**src/rtl/core/bgrs_pkg.sv**
```systemverilog
// Shared types and constants for the barrier growth rate select block.
package bgrs_pkg;

  localparam int TOTAL_W    = 38;
  localparam int IDX_OUT_W  = 6;
  localparam int LEN_IO_W   = 16;
  localparam int CFG_IDX_W  = 3;
  localparam int CFG_DATA_W = 32;
  localparam int BAR_W      = 24;
  localparam int DIV_W      = 8;
  localparam int RATE_W     = 32;
  localparam int FIL_W      = 7;

  localparam logic [TOTAL_W-1:0] TOTAL_MAX = {TOTAL_W{1'b1}};

  // request kinds; any other code acts as a query
  localparam logic [1:0] REQ_WRITE = 2'd0;
  localparam logic [1:0] REQ_GROW  = 2'd2;

  // configuration register indexes
  localparam logic [CFG_IDX_W-1:0] CFG_RATE_MODE  = 3'd0;
  localparam logic [CFG_IDX_W-1:0] CFG_BARRIER    = 3'd1;
  localparam logic [CFG_IDX_W-1:0] CFG_DIVS       = 3'd2;
  localparam logic [CFG_IDX_W-1:0] CFG_FULL_RATE  = 3'd3;
  localparam logic [CFG_IDX_W-1:0] CFG_RAMP_WIDTH = 3'd4;
  localparam logic [CFG_IDX_W-1:0] CFG_RAMP_SLOPE = 3'd5;
  localparam logic [CFG_IDX_W-1:0] CFG_FILAMENTS  = 3'd6;

  typedef struct packed {
    logic              linear;
    logic [BAR_W-1:0]  barrier_pos;
    logic [DIV_W-1:0]  dper;
    logic [RATE_W-1:0] full_rate;
    logic [BAR_W-1:0]  ramp_width;
    logic [RATE_W-1:0] ramp_slope;
  } rate_cfg_t;

  typedef struct packed {
    logic [1:0]           kind;
    logic [IDX_OUT_W-1:0] index;
    logic [LEN_IO_W-1:0]  length;
    logic [TOTAL_W-1:0]   draw;
  } req_t;

  typedef struct packed {
    logic [TOTAL_W-1:0]   total;
    logic [IDX_OUT_W-1:0] index;
    logic                 found;
    logic [LEN_IO_W-1:0]  length;
  } res_t;

endpackage

```
**src/rtl/core/barrier_growth_rate_select.sv**
```systemverilog
// Top level: configuration registers, table, rate pipeline, sequencer, result register.
//
//  port group   dir  handshake            payload
//  request      in   req_valid/req_stall  req_type, filament_index, length_value, random_draw
//  response     out  rsp_valid/rsp_stall  total_rate, chosen_index, found, chosen_length
//  config       in   cfg_write            cfg_index, cfg_data
//
// The table is read one entry a cycle through the single read port, and each rate
// goes through a four stage pipeline. After reset a clearing pass zeroes the table;
// req_stall is high until it ends. Config writes are taken at any time.
// A new item is accepted while the previous result waits in the output register.
module barrier_growth_rate_select
  import bgrs_pkg::*;
#(
  parameter int MAX_FILAMENTS = 64,
  parameter int LENGTH_BITS   = 16
) (
  input  logic                  clk,
  input  logic                  rst,
  input  logic                  req_valid,
  output logic                  req_stall,
  input  logic [1:0]            req_type,
  input  logic [IDX_OUT_W-1:0]  filament_index,
  input  logic [LEN_IO_W-1:0]   length_value,
  input  logic [TOTAL_W-1:0]    random_draw,
  output logic                  rsp_valid,
  input  logic                  rsp_stall,
  output logic [TOTAL_W-1:0]    total_rate,
  output logic [IDX_OUT_W-1:0]  chosen_index,
  output logic                  found,
  output logic [LEN_IO_W-1:0]   chosen_length,
  input  logic                  cfg_write,
  input  logic [CFG_IDX_W-1:0]  cfg_index,
  input  logic [CFG_DATA_W-1:0] cfg_data
);
  localparam int IDX_W = (MAX_FILAMENTS > 1) ? $clog2(MAX_FILAMENTS) : 1;
  localparam int CNT_W = $clog2(MAX_FILAMENTS + 1);

  logic              rate_mode;
  logic [BAR_W-1:0]  barrier_pos;
  logic [DIV_W-1:0]  divisions;
  logic [RATE_W-1:0] full_rate;
  logic [BAR_W-1:0]  ramp_width;
  logic [RATE_W-1:0] ramp_slope;
  logic [FIL_W-1:0]  filaments;

  rate_cfg_t         rcfg;
  req_t              req;
  res_t              res;
  logic [CNT_W-1:0]  active_n;

  logic                   ram_we, ram_re;
  logic [IDX_W-1:0]       ram_waddr, ram_raddr;
  logic [LENGTH_BITS-1:0] ram_wdata, ram_rdata;
  logic                   pipe_valid, pipe_last;
  logic [LENGTH_BITS-1:0] pipe_len;
  logic [IDX_W-1:0]       pipe_idx;
  logic                   rate_valid, rate_last;
  logic [RATE_W-1:0]      rate;
  logic [IDX_W-1:0]       rate_idx;
  logic [LENGTH_BITS-1:0] rate_len;
  logic                   res_valid, res_ready;

  always_ff @(posedge clk) begin
    if (rst) begin
      rate_mode   <= 1'b0;
      barrier_pos <= '0;
      divisions   <= DIV_W'(1);
      full_rate   <= '0;
      ramp_width  <= '0;
      ramp_slope  <= '0;
      filaments   <= FIL_W'(1);
    end else if (cfg_write) begin
      unique case (cfg_index)
        CFG_RATE_MODE:  rate_mode   <= cfg_data[0];
        CFG_BARRIER:    barrier_pos <= cfg_data[BAR_W-1:0];
        CFG_DIVS:       divisions   <= cfg_data[DIV_W-1:0];
        CFG_FULL_RATE:  full_rate   <= cfg_data[RATE_W-1:0];
        CFG_RAMP_WIDTH: ramp_width  <= cfg_data[BAR_W-1:0];
        CFG_RAMP_SLOPE: ramp_slope  <= cfg_data[RATE_W-1:0];
        CFG_FILAMENTS:  filaments   <= cfg_data[FIL_W-1:0];
        default: ;
      endcase
    end
  end

  always_comb begin
    rcfg.linear      = rate_mode;
    rcfg.barrier_pos = barrier_pos;
    rcfg.dper        = (divisions == '0) ? DIV_W'(1) : divisions;
    rcfg.full_rate   = full_rate;
    rcfg.ramp_width  = ramp_width;
    rcfg.ramp_slope  = ramp_slope;
    if (32'(filaments) > 32'(MAX_FILAMENTS)) begin
      active_n = CNT_W'(MAX_FILAMENTS);
    end else begin
      active_n = CNT_W'(filaments);
    end
  end

  assign req.kind   = req_type;
  assign req.index  = filament_index;
  assign req.length = length_value;
  assign req.draw   = random_draw;

  bgrs_len_ram #(
    .MAX_FILAMENTS (MAX_FILAMENTS),
    .LENGTH_BITS   (LENGTH_BITS)
  ) u_ram (
    .clk   (clk),
    .we    (ram_we),
    .waddr (ram_waddr),
    .wdata (ram_wdata),
    .re    (ram_re),
    .raddr (ram_raddr),
    .rdata (ram_rdata)
  );

  bgrs_rate_unit #(
    .MAX_FILAMENTS (MAX_FILAMENTS),
    .LENGTH_BITS   (LENGTH_BITS)
  ) u_rate (
    .clk       (clk),
    .rst       (rst),
    .cfg       (rcfg),
    .in_valid  (pipe_valid),
    .in_len    (pipe_len),
    .in_idx    (pipe_idx),
    .in_last   (pipe_last),
    .out_valid (rate_valid),
    .out_rate  (rate),
    .out_idx   (rate_idx),
    .out_len   (rate_len),
    .out_last  (rate_last)
  );

  bgrs_seq #(
    .MAX_FILAMENTS (MAX_FILAMENTS),
    .LENGTH_BITS   (LENGTH_BITS)
  ) u_seq (
    .clk        (clk),
    .rst        (rst),
    .req_valid  (req_valid),
    .req_stall  (req_stall),
    .req        (req),
    .active_n   (active_n),
    .ram_we     (ram_we),
    .ram_waddr  (ram_waddr),
    .ram_wdata  (ram_wdata),
    .ram_re     (ram_re),
    .ram_raddr  (ram_raddr),
    .ram_rdata  (ram_rdata),
    .pipe_valid (pipe_valid),
    .pipe_len   (pipe_len),
    .pipe_idx   (pipe_idx),
    .pipe_last  (pipe_last),
    .rate_valid (rate_valid),
    .rate       (rate),
    .rate_idx   (rate_idx),
    .rate_len   (rate_len),
    .rate_last  (rate_last),
    .res_valid  (res_valid),
    .res_ready  (res_ready),
    .res        (res)
  );

  assign res_ready = !rsp_valid || !rsp_stall;

  always_ff @(posedge clk) begin
    if (rst) begin
      rsp_valid <= 1'b0;
    end else if (res_valid && res_ready) begin
      rsp_valid <= 1'b1;
    end else if (!rsp_stall) begin
      rsp_valid <= 1'b0;
    end
  end

  always_ff @(posedge clk) begin
    if (res_valid && res_ready) begin
      total_rate    <= res.total;
      chosen_index  <= res.index;
      found         <= res.found;
      chosen_length <= res.length;
    end
  end

  // one item in flight: after an accept, no further item until its result is out
  a_busy_after_accept: assert property (@(posedge clk) disable iff (rst)
    (req_valid && !req_stall) |=> req_stall)
    else $error("item accepted while a previous item was still in work");

  // a handed-over result always shows up in the output register
  a_result_loaded: assert property (@(posedge clk) disable iff (rst)
    (res_valid && res_ready) |=> rsp_valid)
    else $error("sequencer result was dropped");

  // without a pick, the index and length fields stay clear
  a_no_pick_fields: assert property (@(posedge clk) disable iff (rst)
    (rsp_valid && !found) |-> (chosen_index == '0 && chosen_length == '0))
    else $error("pick fields set without a chosen filament");

endmodule

```
**src/rtl/core/bgrs_len_ram.sv**
```systemverilog
// Filament length table: one write port, one registered read port.
module bgrs_len_ram #(
  parameter int  MAX_FILAMENTS = 64,
  parameter int  LENGTH_BITS   = 16,
  localparam int IDX_W         = (MAX_FILAMENTS > 1) ? $clog2(MAX_FILAMENTS) : 1
) (
  input  logic                   clk,
  input  logic                   we,
  input  logic [IDX_W-1:0]       waddr,
  input  logic [LENGTH_BITS-1:0] wdata,
  input  logic                   re,
  input  logic [IDX_W-1:0]       raddr,
  output logic [LENGTH_BITS-1:0] rdata
);
  logic [LENGTH_BITS-1:0] mem [MAX_FILAMENTS];

  always_ff @(posedge clk) begin
    if (we) begin
      mem[waddr] <= wdata;
    end
  end

  always_ff @(posedge clk) begin
    if (re) begin
      rdata <= mem[raddr];
    end
  end

endmodule

```
**src/rtl/core/bgrs_rate_unit.sv**
```systemverilog
// Per-filament growth rate pipeline: extent multiply, classify, slope multiply, select.
module bgrs_rate_unit
  import bgrs_pkg::*;
#(
  parameter int  MAX_FILAMENTS = 64,
  parameter int  LENGTH_BITS   = 16,
  localparam int IDX_W         = (MAX_FILAMENTS > 1) ? $clog2(MAX_FILAMENTS) : 1
) (
  input  logic                   clk,
  input  logic                   rst,
  input  rate_cfg_t              cfg,
  input  logic                   in_valid,
  input  logic [LENGTH_BITS-1:0] in_len,
  input  logic [IDX_W-1:0]       in_idx,
  input  logic                   in_last,
  output logic                   out_valid,
  output logic [RATE_W-1:0]      out_rate,
  output logic [IDX_W-1:0]       out_idx,
  output logic [LENGTH_BITS-1:0] out_len,
  output logic                   out_last
);
  localparam int EXT_W  = LENGTH_BITS + DIV_W;
  localparam int CW     = ((EXT_W > BAR_W) ? EXT_W : BAR_W) + 1;
  localparam int PROD_W = BAR_W + RATE_W;

  localparam logic [1:0] RC_ZERO = 2'd0;
  localparam logic [1:0] RC_FULL = 2'd1;
  localparam logic [1:0] RC_PROD = 2'd2;

  logic                   v1, v2, v3;
  logic [LENGTH_BITS-1:0] s1_len, s2_len, s3_len;
  logic [IDX_W-1:0]       s1_idx, s2_idx, s3_idx;
  logic                   s1_last, s2_last, s3_last;
  logic [EXT_W-1:0]       s1_ext;
  logic [BAR_W-1:0]       s2_dist;
  logic [1:0]             s2_cls, s3_cls;
  logic [PROD_W-1:0]      s3_prod;

  logic [CW-1:0]    ext_c, bp_c, dp_c, diff_c;
  logic             step_ok, over;
  logic [BAR_W-1:0] room;
  logic [1:0]       cls;
  logic [RATE_W-1:0] rate_sel;

  always_comb begin
    ext_c   = CW'(s1_ext);
    bp_c    = CW'(cfg.barrier_pos);
    dp_c    = CW'(cfg.dper);
    // floor(bp / D) > L  is the same as  (L + 1) * D <= bp
    step_ok = (ext_c + dp_c) <= bp_c;
    over    = ext_c > bp_c;
    diff_c  = bp_c - ext_c;
    room    = diff_c[BAR_W-1:0];
    if (!cfg.linear) begin
      cls = step_ok ? RC_FULL : RC_ZERO;
    end else if (over) begin
      cls = RC_ZERO;
    end else if (room >= cfg.ramp_width) begin
      cls = RC_FULL;
    end else if (room < BAR_W'(cfg.dper)) begin
      cls = RC_ZERO;
    end else begin
      cls = RC_PROD;
    end
  end

  always_comb begin
    unique case (s3_cls)
      RC_FULL: rate_sel = cfg.full_rate;
      RC_PROD: rate_sel = (|s3_prod[PROD_W-1:RATE_W]) ? {RATE_W{1'b1}}
                                                       : s3_prod[RATE_W-1:0];
      default: rate_sel = '0;
    endcase
  end

  always_ff @(posedge clk) begin
    if (rst) begin
      v1        <= 1'b0;
      v2        <= 1'b0;
      v3        <= 1'b0;
      out_valid <= 1'b0;
    end else begin
      v1        <= in_valid;
      v2        <= v1;
      v3        <= v2;
      out_valid <= v3;
    end
  end

  always_ff @(posedge clk) begin
    s1_len   <= in_len;
    s1_idx   <= in_idx;
    s1_last  <= in_last;
    s1_ext   <= EXT_W'(in_len) * EXT_W'(cfg.dper);

    s2_len   <= s1_len;
    s2_idx   <= s1_idx;
    s2_last  <= s1_last;
    s2_dist  <= room;
    s2_cls   <= cls;

    s3_len   <= s2_len;
    s3_idx   <= s2_idx;
    s3_last  <= s2_last;
    s3_cls   <= s2_cls;
    s3_prod  <= PROD_W'(s2_dist) * PROD_W'(cfg.ramp_slope);

    out_len  <= s3_len;
    out_idx  <= s3_idx;
    out_last <= s3_last;
    out_rate <= rate_sel;
  end

endmodule

```
**src/rtl/core/bgrs_seq.sv**
```systemverilog
// Item sequencer: table clear, scan with rate sum and weighted pick, write-back.
module bgrs_seq
  import bgrs_pkg::*;
#(
  parameter int  MAX_FILAMENTS = 64,
  parameter int  LENGTH_BITS   = 16,
  localparam int IDX_W         = (MAX_FILAMENTS > 1) ? $clog2(MAX_FILAMENTS) : 1,
  localparam int CNT_W         = $clog2(MAX_FILAMENTS + 1)
) (
  input  logic                   clk,
  input  logic                   rst,
  input  logic                   req_valid,
  output logic                   req_stall,
  input  req_t                   req,
  input  logic [CNT_W-1:0]       active_n,
  output logic                   ram_we,
  output logic [IDX_W-1:0]       ram_waddr,
  output logic [LENGTH_BITS-1:0] ram_wdata,
  output logic                   ram_re,
  output logic [IDX_W-1:0]       ram_raddr,
  input  logic [LENGTH_BITS-1:0] ram_rdata,
  output logic                   pipe_valid,
  output logic [LENGTH_BITS-1:0] pipe_len,
  output logic [IDX_W-1:0]       pipe_idx,
  output logic                   pipe_last,
  input  logic                   rate_valid,
  input  logic [RATE_W-1:0]      rate,
  input  logic [IDX_W-1:0]       rate_idx,
  input  logic [LENGTH_BITS-1:0] rate_len,
  input  logic                   rate_last,
  output logic                   res_valid,
  input  logic                   res_ready,
  output res_t                   res
);
  localparam int ACC_W = CNT_W + RATE_W;
  localparam int LB    = LENGTH_BITS;

  localparam logic [2:0] ST_CLEAR = 3'd0;
  localparam logic [2:0] ST_IDLE  = 3'd1;
  localparam logic [2:0] ST_SCAN  = 3'd2;
  localparam logic [2:0] ST_DRAIN = 3'd3;
  localparam logic [2:0] ST_FIN   = 3'd4;
  localparam logic [2:0] ST_DONE  = 3'd5;

  logic [2:0]         state;
  logic [CNT_W-1:0]   clr_cnt;
  logic [CNT_W-1:0]   rd_cnt;
  logic               iss_v;
  logic [IDX_W-1:0]   iss_idx;
  logic               iss_last;
  req_t               cur;
  logic [ACC_W-1:0]   acc;
  logic [TOTAL_W-1:0] left;
  logic               picked;
  logic [IDX_W-1:0]   pick_idx;
  logic [LB-1:0]      pick_len;

  logic                       clr_last, rd_last, accept;
  logic                       wr_in_range, found_c;
  logic [IDX_W+IDX_OUT_W-1:0] wr_addr_x;
  logic [LB+LEN_IO_W-1:0]     wr_len_x;
  logic [LB-1:0]              grown_len;
  logic [LB+LEN_IO_W-1:0]     grown_x;
  logic [IDX_W+IDX_OUT_W-1:0] pick_idx_x;
  logic [ACC_W+TOTAL_W-1:0]   acc_x;
  logic [TOTAL_W-1:0]         total_c;
  logic [TOTAL_W-1:0]         rate_x;

  assign clr_last  = clr_cnt == CNT_W'(MAX_FILAMENTS - 1);
  assign rd_last   = rd_cnt == (active_n - CNT_W'(1));
  assign accept    = req_valid && !req_stall;
  assign req_stall = state != ST_IDLE;
  assign res_valid = state == ST_DONE;

  assign ram_re     = state == ST_SCAN;
  assign ram_raddr  = rd_cnt[IDX_W-1:0];
  assign pipe_valid = iss_v;
  assign pipe_idx   = iss_idx;
  assign pipe_last  = iss_last;
  assign pipe_len   = ram_rdata;

  assign wr_in_range = 32'(cur.index) < 32'(MAX_FILAMENTS);
  assign wr_addr_x   = {{IDX_W{1'b0}}, cur.index};
  assign wr_len_x    = {{LB{1'b0}}, cur.length};
  assign grown_len   = (pick_len == {LB{1'b1}}) ? pick_len : pick_len + LB'(1);
  assign grown_x     = {{LEN_IO_W{1'b0}}, grown_len};
  assign pick_idx_x  = {{IDX_OUT_W{1'b0}}, pick_idx};
  assign found_c     = (cur.kind == REQ_GROW) && picked;
  assign acc_x       = {{TOTAL_W{1'b0}}, acc};
  assign total_c     = (acc_x > {{ACC_W{1'b0}}, TOTAL_MAX}) ? TOTAL_MAX
                                                            : acc_x[TOTAL_W-1:0];
  assign rate_x      = TOTAL_W'(rate);

  always_comb begin
    ram_we    = 1'b0;
    ram_waddr = clr_cnt[IDX_W-1:0];
    ram_wdata = '0;
    priority if (state == ST_CLEAR) begin
      ram_we = 1'b1;
    end else if (state == ST_FIN && cur.kind == REQ_WRITE && wr_in_range) begin
      ram_we    = 1'b1;
      ram_waddr = wr_addr_x[IDX_W-1:0];
      ram_wdata = wr_len_x[LB-1:0];
    end else if (state == ST_FIN && found_c) begin
      ram_we    = 1'b1;
      ram_waddr = pick_idx;
      ram_wdata = grown_len;
    end else begin
      ram_we = 1'b0;
    end
  end

  always_ff @(posedge clk) begin
    if (rst) begin
      state   <= ST_CLEAR;
      clr_cnt <= '0;
      rd_cnt  <= '0;
      iss_v   <= 1'b0;
    end else begin
      iss_v <= state == ST_SCAN;
      unique case (state)
        ST_CLEAR: begin
          clr_cnt <= clr_cnt + CNT_W'(1);
          if (clr_last) begin
            state <= ST_IDLE;
          end
        end
        ST_IDLE: begin
          rd_cnt <= '0;
          if (accept) begin
            state <= (active_n == '0) ? ST_FIN : ST_SCAN;
          end
        end
        ST_SCAN: begin
          rd_cnt <= rd_cnt + CNT_W'(1);
          if (rd_last) begin
            state <= ST_DRAIN;
          end
        end
        ST_DRAIN: begin
          if (rate_valid && rate_last) begin
            state <= ST_FIN;
          end
        end
        ST_FIN: begin
          state <= ST_DONE;
        end
        ST_DONE: begin
          if (res_ready) begin
            state <= ST_IDLE;
          end
        end
        default: begin
          state <= ST_IDLE;
        end
      endcase
    end
  end

  always_ff @(posedge clk) begin
    iss_idx  <= rd_cnt[IDX_W-1:0];
    iss_last <= rd_last;
    if (accept) begin
      cur    <= req;
      acc    <= '0;
      left   <= req.draw;
      picked <= 1'b0;
    end else if (rate_valid) begin
      acc <= acc + ACC_W'(rate);
      // first filament whose rate covers what is left of the draw
      if (!picked) begin
        if (left < rate_x) begin
          picked   <= 1'b1;
          pick_idx <= rate_idx;
          pick_len <= rate_len;
        end else begin
          left <= left - rate_x;
        end
      end
    end
    if (state == ST_FIN) begin
      res.total  <= total_c;
      res.found  <= found_c;
      res.index  <= found_c ? pick_idx_x[IDX_OUT_W-1:0] : '0;
      res.length <= found_c ? grown_x[LEN_IO_W-1:0] : '0;
    end
  end

endmodule
```
**config.mk**
```make
export PLATFORM = sky130hd
export DESIGN_NAME = barrier_growth_rate_select
export DESIGN_NICKNAME = d
export VERILOG_FILES = /design/src/rtl/core/bgrs_pkg.sv /design/src/rtl/core/barrier_growth_rate_select.sv /design/src/rtl/core/bgrs_len_ram.sv /design/src/rtl/core/bgrs_rate_unit.sv /design/src/rtl/core/bgrs_seq.sv
export SDC_FILE = /design/constraint.sdc
export NUM_CORES = 2
export LEC_CHECK = 0
export BUFFER_PORTS_ARGS = -buffer_cell sky130_fd_sc_hd__buf_4
export CAP_MARGIN = 30
export CORE_MARGIN = 3
export CORE_UTILIZATION = 45
export DETAILED_ROUTE_END_ITERATION = 12
export GPL_TIMING_DRIVEN = 0
export PLACE_DENSITY = 0.62
export SETUP_SLACK_MARGIN = 0.4
export SLEW_MARGIN = 20
export SYNTH_ARGS = -nofsm -noshare
export SYNTH_HDL_FRONTEND = slang
export SYNTH_HIERARCHICAL = 1
export SYNTH_SLANG_ARGS = --single-unit
export TNS_END_PERCENT = 1
```
**constraint.sdc**
```tcl
create_clock -name clk -period 7.3 [get_ports clk]
set_input_delay 0.365 -clock clk [delete_from_list [all_inputs] [get_ports clk]]
set_output_delay 0.365 -clock clk [all_outputs]
set_load 0.05 [all_outputs]
```
==> metrics.md <==
| Metric | Value |
|---|---|
| Routed WL per cell | `25.3 um` |
| Worst slew pin tran | `roughly 1.1 ns` |
| Tcrit/Tclk final | `0.972` |
| Die width | `469 um` |
| I/O Pins | `165` |
| Worst-path fanout max | `8` |
| Ys async rst share | `0` |
| Count of different cell masters after synthesis | `roughly 110` |
| Crit. End Element | `flop` |
| EDFF count, synth | `around 1200` |
| DRC errors left | `0` |
| Synthesis-to-layout area growth | `17.1%` |
| Crit path DAT | `between 7 and 8 ns` |
| Status | `finished clean` |
| Share of post-route cells with drive strength above 1 | `0.177` |
| Total design power | `0.0225 W` |
| Dpl cells | `10800` |
| Pre-CTS setup slack | `-1.79 ns` |
| Seq/Total Area, Yosys | `0.477` |
| Antenna-violating nets left | `0` |
| Sequential power share | `0.475` |
| Hold Violations, Final | `0` |
| Std-Cell Rows | `169` |
| First DRT Iteration DRCs | `5848` |
| Worst min-delay path class | `primary input to flop` |
| Final nets | `9579` |
| Total clock sinks | `1676` |
| Switching fraction of total power | `0.274` |
| Largest net degree at the start of global routing | `63` |
| Fin crit period | `7.09 ns` |
| Delay of the slowest critical-path stage | `0.58 ns` |
| CP most frequent cell | `fa_1` |
| Commonest register cell after synthesis | `edfxtp_1` |
| Post-DP HPWL | `217000 um` |
| Max-cap viol count | `0` |
| Core area | `213000 um2` |
| Post-layout worst setup margin | `0.207 ns` |
| CP startpoint kind | `flop` |
| Reg clk slew, reported paths | `about 0.06 ns` |
| Yosys warns | `6` |
| Htree depth | `4` |
| Die area | `around 220000 um2` |
| Pre-antenna DRT Iters | `5` |
| Cell Count, Final, Fillers Out | `~11000` |
| Mapped Nets | `between 8000 and 9000` |
| Slew Limit Headroom | `0.275` |
| Critical path class | `flop to flop` |
| RSZ-0062 raised after global routing | `yes` |
| Fin util | `0.531` |
| Slowest CP cell | `fa_2` |
| VDD IR max | `roughly 0.00024 V` |
| Clock skew | `~0.041 ns` |
| First-pass GRT wire length | `423000 um` |
| Via/cell ratio | `5.55` |
| Switching pwr | `0.00615 W` |
| Final setup fails | `0` |
| Avg Cell Area, Syn | `between 10 and 15 um2` |
| Clk root buf | `clkbuf_16` |
| Achievable Freq | `~0.14 GHz` |
| Clock power share | `0.360` |
| Post-Syn Instances | `7703` |
| Top delay family on crit path | `adder cells` |
| Chip Height | `~470 um` |
| Comb power frac | `0.165` |
| Gpl congestion | `0.990` |
| CTS Buffer Depth | `3` |
| CTS Buf Count | `roughly 160` |
| Number of global-route vias before repair | `between 60000 and 70000` |
| Vias | `approximately 63000` |
| Drt total wl | `approximately 290000 um` |
| Final max-slew violation count | `0` |
| Syn Std Cell Area | `96600 um2` |
| CP Buf/Inv Count | `8` |
| Port-buffer cells | `160` |
| Worst skew pair latency | `0.80 ns` |
| Grt ovf | `0` |
| Seq cells post-synth | `approximately 1700` |
| Post-Route Setup TNS | `0 ns` |
| Initial core utilization | `0.454` |
| Initial antenna violation count | `14` |
| Req. time, crit path | `7.97 ns` |
| Pleak | `43.2 nW` |
| Int Power | `0.0163 W` |
| GRT Total Usage | `0.259` |
| Pwr per Cell Area | `around 200 nW/um2` |
| CTS tree | `built` |
==> metrics by stage <==
step	area, um2	hold WS [ns]
2_1_floorplan	96600	0.310
4_1_cts	112000	0.00929
6_report	113000	0.108
5_1_grt	113000	0.0351
3_5_place_dp	103000	0.312
3_3_place_gp	101000	0.312
==> power groups by stage <==
stage          logic (W)  registers [W]  clock network, W
2_1_floorplan    0.00200         0.0107                 0
3_3_place_gp     0.00303         0.0109                 0
3_5_place_dp     0.00308         0.0109                 0
4_1_cts          0.00349         0.0107           0.00826
5_1_grt          0.00403         0.0107           0.00867
6_report         0.00370         0.0107           0.00809
==> registers in the layout, indices dropped and copies added (netlist names), 32 cells and up <==
name	flops
u_seq/res	61
total_rate	38
u_ram/mem	1024
u_seq/acc	39
u_seq/left	38
u_rate/out_rate	32
u_rate/s3_prod	56
ramp_slope	32
full_rate	32
==> timing repair <==
action / 4_1_cts / 5_1_grt
pin swaps: 58 / 89
hold buffers: 76 / 0
hold endpoints to repair: 87 / 0
gates cloned: 1 / 3
gates resized for setup: 584 / 137
endpoints found under the setup margin: 39 / 29
buffers inserted: 96 / 41
==> metal layers <==
| layer | share of wire | track usage | wire length [um] | vias up |
|---|---|---|---|---|
| met3 | 0.084 | 0.0531 | 24000 | 572 |
| met4 | 0.046 | 0.103 | 13200 | 6 |
| met5 | 0.00018 | 0 | 52 | - |
| met2 | 0.46 | 0.411 | 131000 | 2717 |
| li1 | - | - | - | 27600 |
| met1 | 0.41 | 0.350 | 118000 | 31900 |
==> cells in the final DEF, fill, tap and decap left out, types with 37 or more instances in the layout <==
cell type	count
a21o_1	92
a21oi_1	244
a22oi_1	41
and2_1	465
buf_2	58
buf_4	339
buf_6	76
buf_8	45
clkbuf_1	139
clkbuf_16	206
dfxtp_1	378
dfxtp_4	45
dlygate4sd3_1	76
edfxtp_1	1246
fa_1	725
ha_1	365
inv_1	947
mux2i_1	241
mux4_2	220
nand2_1	680
nand2b_1	174
nand3_1	88
nand4_1	51
nor2_1	220
nor2_2	60
nor2b_1	63
nor3_1	37
o21ai_0	114
or2_2	44
xnor2_1	126
xor2_1	74
==> cell families after synthesis <==
kind of cell	synth area share
buf+inv	0.0590
mux	0.0808
flops	0.477
compound gates	0.0558
xor+xnor	0.0181
fa+ha+maj	0.204
simple gates	0.105
==> synth_stat cells, types with 13 or more instances <==
library cell     n  share of area
nor3_1          44         0.0023
buf_1           14        0.00054
a31oi_1         39         0.0025
and4_1          15         0.0014
o21ai_1         17        0.00088
a21o_1          93         0.0072
nand3_1         90         0.0047
o21ai_0        134         0.0069
a22oi_1         41         0.0032
o211ai_1        17         0.0013
nor2_1         282          0.011
mux4_2         220          0.051
xor2_1          74         0.0067
or3_1           16         0.0010
clkbuf_1       258          0.010
a221oi_1        20         0.0018
a211oi_1        30         0.0023
o21a_1          19         0.0015
ha_1           383          0.050
and3_1          18         0.0012
nand4_1         51         0.0033
mux2i_1        241          0.025
nand2b_1       174          0.011
a21oi_1        258          0.013
xnor2_1        126          0.011
nand2_1        686          0.027
nor2b_1         64         0.0041
o21bai_1        28         0.0022
or2_2           44         0.0029
fa_1           746           0.15
inv_1          963          0.037
and2_1         470          0.030
nor4_1          15        0.00097
dfxtp_1        430          0.089
mux2_2          29         0.0034
buf_6           26         0.0030
buf_4           41         0.0032
buf_2           52         0.0027
edfxtp_1      1246           0.39
a211o_1         13         0.0012
==> worst paths after layout <==
| check | startpoint | end | slack [ns] | cells past startpoint |
|---|---|---|---|---|
| max | u_rate/s2_dist[14] | u_rate/s3_prod[52] | 0.21 | 25 |
| min | cfg_data[30] | full_rate[30] | 0.11 | 3 |
| max reg2reg | u_rate/s2_dist[14] | u_rate/s3_prod[52] | 0.21 | 25 |
| min reg2reg | u_rate/s3_last | u_rate/out_last | 0.33 | 0 |
==> worst register-to-register path: cells and delay by family, from the launching register on <==
family | cells | cell delay [ns]
AOI/OAI and AO/OA | 5 | 1.22
xor gates and xnor gates | 1 | 0.15
adders and majority gates | 8 | 3.82
buffers and inverters | 8 | 0.82
DFF | 1 | 0.41
and+or+nand+nor | 3 | 0.56
==> final cells by class <==
| cell class | count | area (um2) |
|---|---|---|
| Clock inverter | 96 | 826 |
| Multi-Input combinational cell | 4659 | 45900 |
| Fill cell | 18000 | 99700 |
| Sequential cell | 1676 | 46200 |
| Buffer | 404 | 3710 |
| Timing Repair Buffer | 484 | 4960 |
| Clock buffer | 197 | 4290 |
| Inverter | 964 | 3620 |
| Tap cell | 2821 | 3530 |
| Antenna cell | 7 | 17.5 |
No activity file was read; power rests on OpenSTA's default activity.
